==> src/design/grid_max_path_dp_unit_assert.svh <==
// Assertion macros shared by the grid path unit RTL.
`ifndef GRID_MAX_PATH_DP_UNIT_ASSERT_SVH
`define GRID_MAX_PATH_DP_UNIT_ASSERT_SVH
`ifndef SYNTHESIS
// Clocked assertion on clk_i, disabled while rst_ni is low.
`define GMP_ASSERT(label, prop) \
  label: assert property (@(posedge clk_i) disable iff (!rst_ni) prop) \
    else $error("grid path unit: assertion failed");
// Clocked assertion with a caller-supplied message.
`define GMP_ASSERT_MSG(label, prop, msg) \
  label: assert property (@(posedge clk_i) disable iff (!rst_ni) prop) \
    else $error(msg);
`else
`define GMP_ASSERT(label, prop)
`define GMP_ASSERT_MSG(label, prop, msg)
`endif
`endif

==> src/design/gmp_pkg.sv <==
// Package with the fixed field widths of the grid path unit.
`default_nettype none
package gmp_pkg;
  localparam int unsigned ROW_COUNT_W = 7;
  localparam int unsigned GOLD_W      = 8;
  localparam int unsigned TOTAL_W     = 24;
  localparam logic [TOTAL_W-1:0] TOTAL_CEIL = {TOTAL_W{1'b1}};
endpackage
`default_nettype wire

==> src/design/grid_max_path_dp_unit.sv <==
// Streaming maximum gold path unit over a grid delivered column by column.
//
//   channel  direction  payload                 handshake
//   in       input      gold_i, end_of_grid_i   in_valid_i / in_ready_o
//   out      output     best_total_o, saturated_o  out_valid_o / out_ready_i
//   cfg      input      row_count_i             cfg_valid_i / cfg_ready_o
//
// One cell is taken in every cycle. The column sums live in a two-read,
// one-write synchronous memory; both neighbor entries for the next cell are
// read in the cycle before it, and a write to an entry being read is
// forwarded. The result sits in an output register, so cells keep flowing
// while a result waits; only a cell arriving while that register is full
// and not being drained is held off, and so is a cell offered together with
// a register write. Reset takes effect at once and needs no clearing pass,
// since no sum is used before it has been written.
`default_nettype none
`include "grid_max_path_dp_unit_assert.svh"
module grid_max_path_dp_unit #(
  parameter int unsigned MAX_ROWS = 64,
  parameter int unsigned SUM_BITS = 24
) (
  input  wire logic                              clk_i,
  input  wire logic                              rst_ni,
  input  wire logic                              in_valid_i,
  output logic                                   in_ready_o,
  input  wire logic [gmp_pkg::GOLD_W-1:0]        gold_i,
  input  wire logic                              end_of_grid_i,
  output logic                                   out_valid_o,
  input  wire logic                              out_ready_i,
  output logic [gmp_pkg::TOTAL_W-1:0]            best_total_o,
  output logic                                   saturated_o,
  input  wire logic                              cfg_valid_i,
  output logic                                   cfg_ready_o,
  input  wire logic [gmp_pkg::ROW_COUNT_W-1:0]   row_count_i
);
  import gmp_pkg::*;

  localparam int unsigned ADDR_W = (MAX_ROWS > 1) ? $clog2(MAX_ROWS) : 1;
  localparam int unsigned CNT_W  = $clog2(MAX_ROWS + 1);
  localparam int unsigned CMP_W  = (CNT_W > ROW_COUNT_W) ? CNT_W : ROW_COUNT_W;
  localparam int unsigned EXT_W  = (SUM_BITS > TOTAL_W) ? SUM_BITS : TOTAL_W;

  // Grid state.
  logic [ADDR_W-1:0]   pos_q, pos_d;
  logic                first_q, first_d;
  logic [SUM_BITS-1:0] held_q, held_d;
  logic [SUM_BITS-1:0] best_q, best_d;
  logic                ovf_q, ovf_d;
  logic [CNT_W-1:0]    rows_q, rows_d;

  // Output register.
  logic                out_valid_q, out_valid_d;
  logic [TOTAL_W-1:0]  total_q, total_d;
  logic                sat_q, sat_d;

  // Memory ports and forwarding.
  logic [SUM_BITS-1:0] col_mem [MAX_ROWS];
  logic [ADDR_W-1:0]   rd_same_addr, rd_lower_addr;
  logic [SUM_BITS-1:0] rd_same_q, rd_lower_q;
  logic                fwd_same_q, fwd_same_d, fwd_lower_q, fwd_lower_d;
  logic [SUM_BITS-1:0] fwd_data_q;
  logic                wr_en;

  logic                in_fire, cfg_fire, last_row;
  logic [CNT_W-1:0]    pos_inc;
  logic [SUM_BITS-1:0] same_raw, lower_raw, upper_v, same_v, lower_v, best_prev;
  logic [SUM_BITS:0]   sum_wide;
  logic [SUM_BITS-1:0] sum;
  logic                sum_ovf;
  logic [SUM_BITS-1:0] best_new;
  logic                ovf_new;
  logic [EXT_W-1:0]    best_ext;
  logic [CMP_W-1:0]    cfg_ext;

  assign cfg_ready_o = 1'b1;
  // A cell may enter whenever the output register is free or being drained.
  // A register write offered in the same cycle goes first, so the cell waits.
  assign in_ready_o  = (!out_valid_q || out_ready_i) && !cfg_valid_i;
  assign in_fire     = in_valid_i && in_ready_o;
  assign cfg_fire    = cfg_valid_i && cfg_ready_o;

  assign pos_inc  = CNT_W'(pos_q) + CNT_W'(1);
  assign last_row = (pos_inc == rows_q);

  // Neighbor sums from the previous column. The upper one was captured from
  // the same-row read of the cell before, before that entry was overwritten.
  always_comb begin
    same_raw  = fwd_same_q  ? fwd_data_q : rd_same_q;
    lower_raw = fwd_lower_q ? fwd_data_q : rd_lower_q;
    upper_v   = (!first_q && (pos_q != '0)) ? held_q : '0;
    same_v    = first_q ? '0 : same_raw;
    lower_v   = (!first_q && !last_row) ? lower_raw : '0;
    best_prev = upper_v;
    if (same_v > best_prev) begin
      best_prev = same_v;
    end
    if (lower_v > best_prev) begin
      best_prev = lower_v;
    end
    sum_wide = {1'b0, best_prev} + (SUM_BITS + 1)'(gold_i);
    sum_ovf  = sum_wide[SUM_BITS];
    sum      = sum_ovf ? {SUM_BITS{1'b1}} : sum_wide[SUM_BITS-1:0];
    best_new = (sum > best_q) ? sum : best_q;
    ovf_new  = ovf_q || sum_ovf;
    best_ext = EXT_W'(best_new);
  end

  // Next state of the grid walk and of the output register.
  always_comb begin
    pos_d       = pos_q;
    first_d     = first_q;
    held_d      = held_q;
    best_d      = best_q;
    ovf_d       = ovf_q;
    rows_d      = rows_q;
    out_valid_d = out_valid_q;
    total_d     = total_q;
    sat_d       = sat_q;
    cfg_ext     = CMP_W'(row_count_i);
    wr_en       = 1'b0;

    if (out_valid_q && out_ready_i) begin
      out_valid_d = 1'b0;
    end

    if (cfg_fire) begin
      // A new row count abandons any grid in progress.
      if (cfg_ext == '0) begin
        rows_d = CNT_W'(1);
      end else if (cfg_ext > CMP_W'(MAX_ROWS)) begin
        rows_d = CNT_W'(MAX_ROWS);
      end else begin
        rows_d = cfg_ext[CNT_W-1:0];
      end
      pos_d   = '0;
      first_d = 1'b1;
      held_d  = '0;
      best_d  = '0;
      ovf_d   = 1'b0;
    end else if (in_fire) begin
      wr_en  = 1'b1;
      held_d = same_raw;
      if (end_of_grid_i) begin
        out_valid_d = 1'b1;
        if (best_ext > EXT_W'(TOTAL_CEIL)) begin
          total_d = TOTAL_CEIL;
          sat_d   = 1'b1;
        end else begin
          total_d = best_ext[TOTAL_W-1:0];
          sat_d   = ovf_new;
        end
        pos_d   = '0;
        first_d = 1'b1;
        held_d  = '0;
        best_d  = '0;
        ovf_d   = 1'b0;
      end else begin
        pos_d   = last_row ? '0 : pos_inc[ADDR_W-1:0];
        first_d = first_q && !last_row;
        best_d  = best_new;
        ovf_d   = ovf_new;
      end
    end
  end

  // The memory is always read at the entries the next cell will need; a
  // write landing on one of them in the same cycle is forwarded next cycle.
  assign rd_same_addr  = pos_d;
  assign rd_lower_addr = pos_d + ADDR_W'(1);
  assign fwd_same_d    = wr_en && (pos_q == rd_same_addr);
  assign fwd_lower_d   = wr_en && (pos_q == rd_lower_addr);

  always_ff @(posedge clk_i) begin
    if (wr_en) begin
      col_mem[pos_q] <= sum;
    end
    rd_same_q  <= col_mem[rd_same_addr];
    rd_lower_q <= col_mem[rd_lower_addr];
    fwd_data_q <= sum;
  end

  always_ff @(posedge clk_i) begin
    held_q  <= held_d;
    total_q <= total_d;
    sat_q   <= sat_d;
  end

  always_ff @(posedge clk_i or negedge rst_ni) begin
    if (!rst_ni) begin
      pos_q       <= '0;
      first_q     <= 1'b1;
      best_q      <= '0;
      ovf_q       <= 1'b0;
      rows_q      <= CNT_W'(1);
      out_valid_q <= 1'b0;
      fwd_same_q  <= 1'b0;
      fwd_lower_q <= 1'b0;
    end else begin
      pos_q       <= pos_d;
      first_q     <= first_d;
      best_q      <= best_d;
      ovf_q       <= ovf_d;
      rows_q      <= rows_d;
      out_valid_q <= out_valid_d;
      fwd_same_q  <= fwd_same_d;
      fwd_lower_q <= fwd_lower_d;
    end
  end

  assign out_valid_o  = out_valid_q;
  assign best_total_o = total_q;
  assign saturated_o  = sat_q;

  // The row position always stays inside the configured column.
  `GMP_ASSERT(a_pos_in_range, (CNT_W'(pos_q) < rows_q))
  // A cell flagged as last always leaves a result in the output register.
  `GMP_ASSERT(a_last_gives_result, (in_fire && end_of_grid_i && !cfg_fire) |=> out_valid_q)
  // Finishing a column that does not end the grid leaves the first column.
  `GMP_ASSERT_MSG(a_column_wrap,
    (in_fire && !end_of_grid_i && !cfg_fire && last_row) |=> !first_q,
    "grid path unit: first column flag not cleared at column end")
  // Forwarding is only ever armed by a memory write in the cycle before.
  `GMP_ASSERT(a_fwd_after_write, (fwd_same_q || fwd_lower_q) |-> $past(wr_en))
endmodule
`default_nettype wire
==> config.mk <==
export PLATFORM = sky130hd
export DESIGN_NAME = grid_max_path_dp_unit
export DESIGN_NICKNAME = d
export VERILOG_FILES = /design/src/design/gmp_pkg.sv /design/src/design/grid_max_path_dp_unit.sv
export VERILOG_INCLUDE_DIRS = /design/src /design/src/design
export SDC_FILE = /design/constraint.sdc
export NUM_CORES = 2
export LEC_CHECK = 0
export ABC_AREA = 1
export BUFFER_PORTS_ARGS = -buffer_cell sky130_fd_sc_hd__buf_4
export CAP_MARGIN = 20
export CORE_UTILIZATION = 50
export CTS_CLUSTER_DIAMETER = 80
export DETAILED_ROUTE_END_ITERATION = 8
export PLACE_DENSITY_LB_ADDON = 0.2
export SYNTH_ARGS = -nofsm -noshare
export SYNTH_HDL_FRONTEND = slang
export SYNTH_SLANG_ARGS = --single-unit
==> constraint.sdc <==
create_clock -name clk_i -period 14.6 [get_ports clk_i]
set_input_delay 3.65 -clock clk_i [delete_from_list [all_inputs] [get_ports clk_i]]
set_output_delay 3.65 -clock clk_i [all_outputs]
set_load 0.01 [all_outputs]
==> out/qor.yml <==
coreArea_sq_um: 172300
design_area_sq_um: 95370
clockBufferDepth: 3
tritoncts: "built"
hold_buffers: 0
max-cap-violations: 0
combPwrFrac: 0.438
postLayoutCoreUtil: 0.5535
die-area_sq_um: 175700
leakage_nw: 35.13
synthMuxAreaShare: 0.0003451
gp_congestion: 0.9486
syn_area_per_cell_sq_um: 9.615
hpwl_um: 167900
synth.area.top_cells: "edfxtp_1, o211ai_1, nand2_1, nand3_1, inv_1"
nets: 8845
grt_pass1_vias: 67557
cellInternalPower_mw: 12.46
skew_ps: 42.65
endpoint_kind: "flop"
numCtsBuffers: 185
synth_enable_flop_cells: 1561
grt_max_degree: 277
multi_input_area_sq_um: 31010
status: "finished clean"
cts_root_buf: "clkbuf_16"
critPathLaunchType: "flop"
cts.repair.resized: 0
synthAdderAreaFrac: 0.01216
syn_area_sq_um: 87020
die_x_um: 419.2
min_period_over_period: 0.8123
ant_nets: 0
first_pass_iters: 8
crit_path_frequent_cell: "nand2_1"
hold_viol: 0
clockPowerShare: 0.212
worst_slack_ps: 2741
path_clk_slew_ps: 60
synth.top_cell.area_share: 0.5387
antenna_found_initial: 6
finalSetupViolations: 0
synth-simple-area-share: 0.1863
pre_cts_slack_ps: 2282
regArea_sq_um: 49850
swShare: 0.4294
fin_crit_ps: 11860
syn_inst: 9050
fp.dieH_um: 419.2
seq_power_share: 0.350
rsz0062_at_grt: "false"
hp-class: "reg2reg"
layout-drive-gt1-share: 0.07019
remaining_drc_errors: 0
start_util: 0.5050
report.final.slew_viol_count: 0
synth-main-ff-cell: "edfxtp_1"
finalWirelength_um: 304000
vias: 71307
cp_max_fo: 66
post_drt_wl_per_cell_um: 27.13
cts_sinks: 1699
num_rows: 152
postCtsSetupBuffers: 0
synth-seq-cells: 1699
grt_pass1_wl_um: 440800
p_total_mw: 21.83
vdd_ir_drop_max_v: 0.0006253
critPathMaxStageDelay_ps: 620
n_fill_cell: 14847
port_buffers: 47
synth_top_family_by_area: "simple AND/OR/NAND/NOR gates"
grt_usage: 0.3429
area_growth_pct: 9.598
async_reset_ff_frac: 0.02472
power.density_nw_per_um2: 228.9
dpl_cell_area_sq_um: 89370
net-switching-power_mw: 9.374
yosys.area.top_type: "edfxtp_1"
max-slew-margin-rel: 0.2044
ys_seq_area_frac: 0.5729
routed_via_density: 6.364
ctsHtreeMaxLevel: 4
synth-xor-area-share: 0.001970
path_class: "reg2reg"
fmax_mhz: 84.32
drtIter0Drc: 8830
slowest_stage: "nand3b_1"
syn_nets: 9155
worstSkewPairLatency_ps: 860
io_pins: 49
yosys_warnings: 0
synth_compound_area_frac: 0.1475
cp_data_required_time_ps: 15200
synthDistinctLibCells: 51
grt.overflow.total: 0
crit_arrival_ps: 12460
worstMarginPinSlew_ps: 1193
setup-tns-final_ps: 0
==> worst max-delay path: cells and delay by family (launching register included) <==
family,cells,cell delay [ps]
AOI/OAI and AO/OA,7,1320
adders and majority gates,6,1770
buffers and inverters,9,2380
DFF,1,520
and+or+nand+nor,28,5570
==> power by group through the flow <==
| stage | registers, mW | logic, mW | clock network (mW) |
|---|---|---|---|
| after floorplan | 7.79 | 6.03 | 0 |
| after global placement | 7.74 | 9.18 | 0 |
| after detailed placement | 7.74 | 9.35 | 0 |
| after CTS | 7.64 | 9.38 | 4.65 |
| after global routing | 7.66 | 10.3 | 4.83 |
| final | 7.65 | 9.56 | 4.62 |
==> routing by layer <==
metal  vias to the layer above  global-route usage  wire length, um
li1                      31826                   -                -
met1                     34167              0.4370           113800
met2                      4401              0.5283           133900
met3                       909             0.07997            35240
met4                         4              0.2136            20880
met5                         -                   0              184
==> path summary, 6_finish.rpt <==
path	slack (ps)	endpoint	start	cells past startpoint
max	2740	best_total_o[1]$_SDFFCE_PN1P_	pos_q[1]$_DFF_PN0_	50
min	470	held_q[13]$_SDFFE_PP0P_	held_q[13]$_SDFFE_PP0P_	2
max reg2reg	2740	best_total_o[1]$_SDFFCE_PN1P_	pos_q[1]$_DFF_PN0_	50
min reg2reg	470	held_q[13]$_SDFFE_PP0P_	held_q[13]$_SDFFE_PP0P_	2
max in group asynchronous	11230	best_q[20]$_DFFE_PN0P_	rst_ni	1
min in group asynchronous	2840	out_valid_o$_DFF_PN0_	rst_ni	1
==> cells by family after synthesis <==
group	count (synthesis)
AOI/OAI and AO/OA	1795
xor gates and xnor gates	17
adders and majority gates	84
buffers and inverters	1678
DFF	1699
muxes	3
other	1
and+or+nand+nor	3773
==> cell usage in the layout, fill, tap and decap left out, types with 100 or more instances in the layout <==
master     count
nand2_1     2026
edfxtp_1    1561
o211ai_1    1481
nand3_1     1478
inv_1        941
buf_4        194
clkbuf_16    188
o21ai_0      158
nor2_1       113
a21oi_1      100
==> flip-flops by register name, indices dropped and copies added (netlist names) <==
register and flops:
fwd_data_q 24, col_mem 1536, best_total_o 24, held_q 24
rd_same_q 24, first_q 1, out_valid_o 1, pos_q 6
rows_q 7, saturated_o 1, rd_lower_q 24, fwd_same_q 1
best_q 24, fwd_lower_q 1, ovf_q 1
==> stage by stage <==
| stage | instances | hold slack [ps] |
|---|---|---|
| 6_report | 11204 | 475.0 |
| 5_1_grt | 11200 | 490.5 |
| 4_1_cts | 11196 | 472.5 |
| 3_5_place_dp | 10859 | 455.9 |
| 3_3_place_gp | 10852 | 462.9 |
| 2_1_floorplan | 9050 | 428.6 |
==> area by class of cell <==
cell class / count / share of cell area
Multi-Input combinational cell: 5673 / 0.3252
Tap cell: 2310 / 0.03031
Inverter: 958 / 0.03807
Clock buffer: 234 / 0.05149
Timing Repair Buffer: 223 / 0.02183
Sequential cell: 1699 / 0.5227
Clock inverter: 103 / 0.01030
Antenna cell: 4 / 0.0001050
==> synth_stat cells, types with 2 or more instances <==
library cell  number
or2_2              3
nor2_4             3
o21bai_1           2
buf_4             13
o21ai_2            8
nor3_1             5
nand3_1         1485
dfxtp_1           96
clkinv_1           2
and2_1            11
edfxtp_1        1561
xor2_2             3
inv_1            946
a21oi_1          100
a21o_1             4
buf_1             62
nor2_2             4
nand2_2            6
o22ai_1           16
a21boi_0           2
buf_6              6
buf_2            364
dfstp_2            2
nand2_1         2039
nor2_1           180
o21ai_0          159
o21a_1             4
clkbuf_1         275
ha_1              83
dfrtp_1           40
a31oi_1            3
mux2i_1            3
xor2_1             9
nand3b_1          11
xnor2_1            5
o211ai_1        1481
inv_2              9
a211oi_1           7
nand4_1           26
No activity file was read; power rests on OpenSTA's default activity.
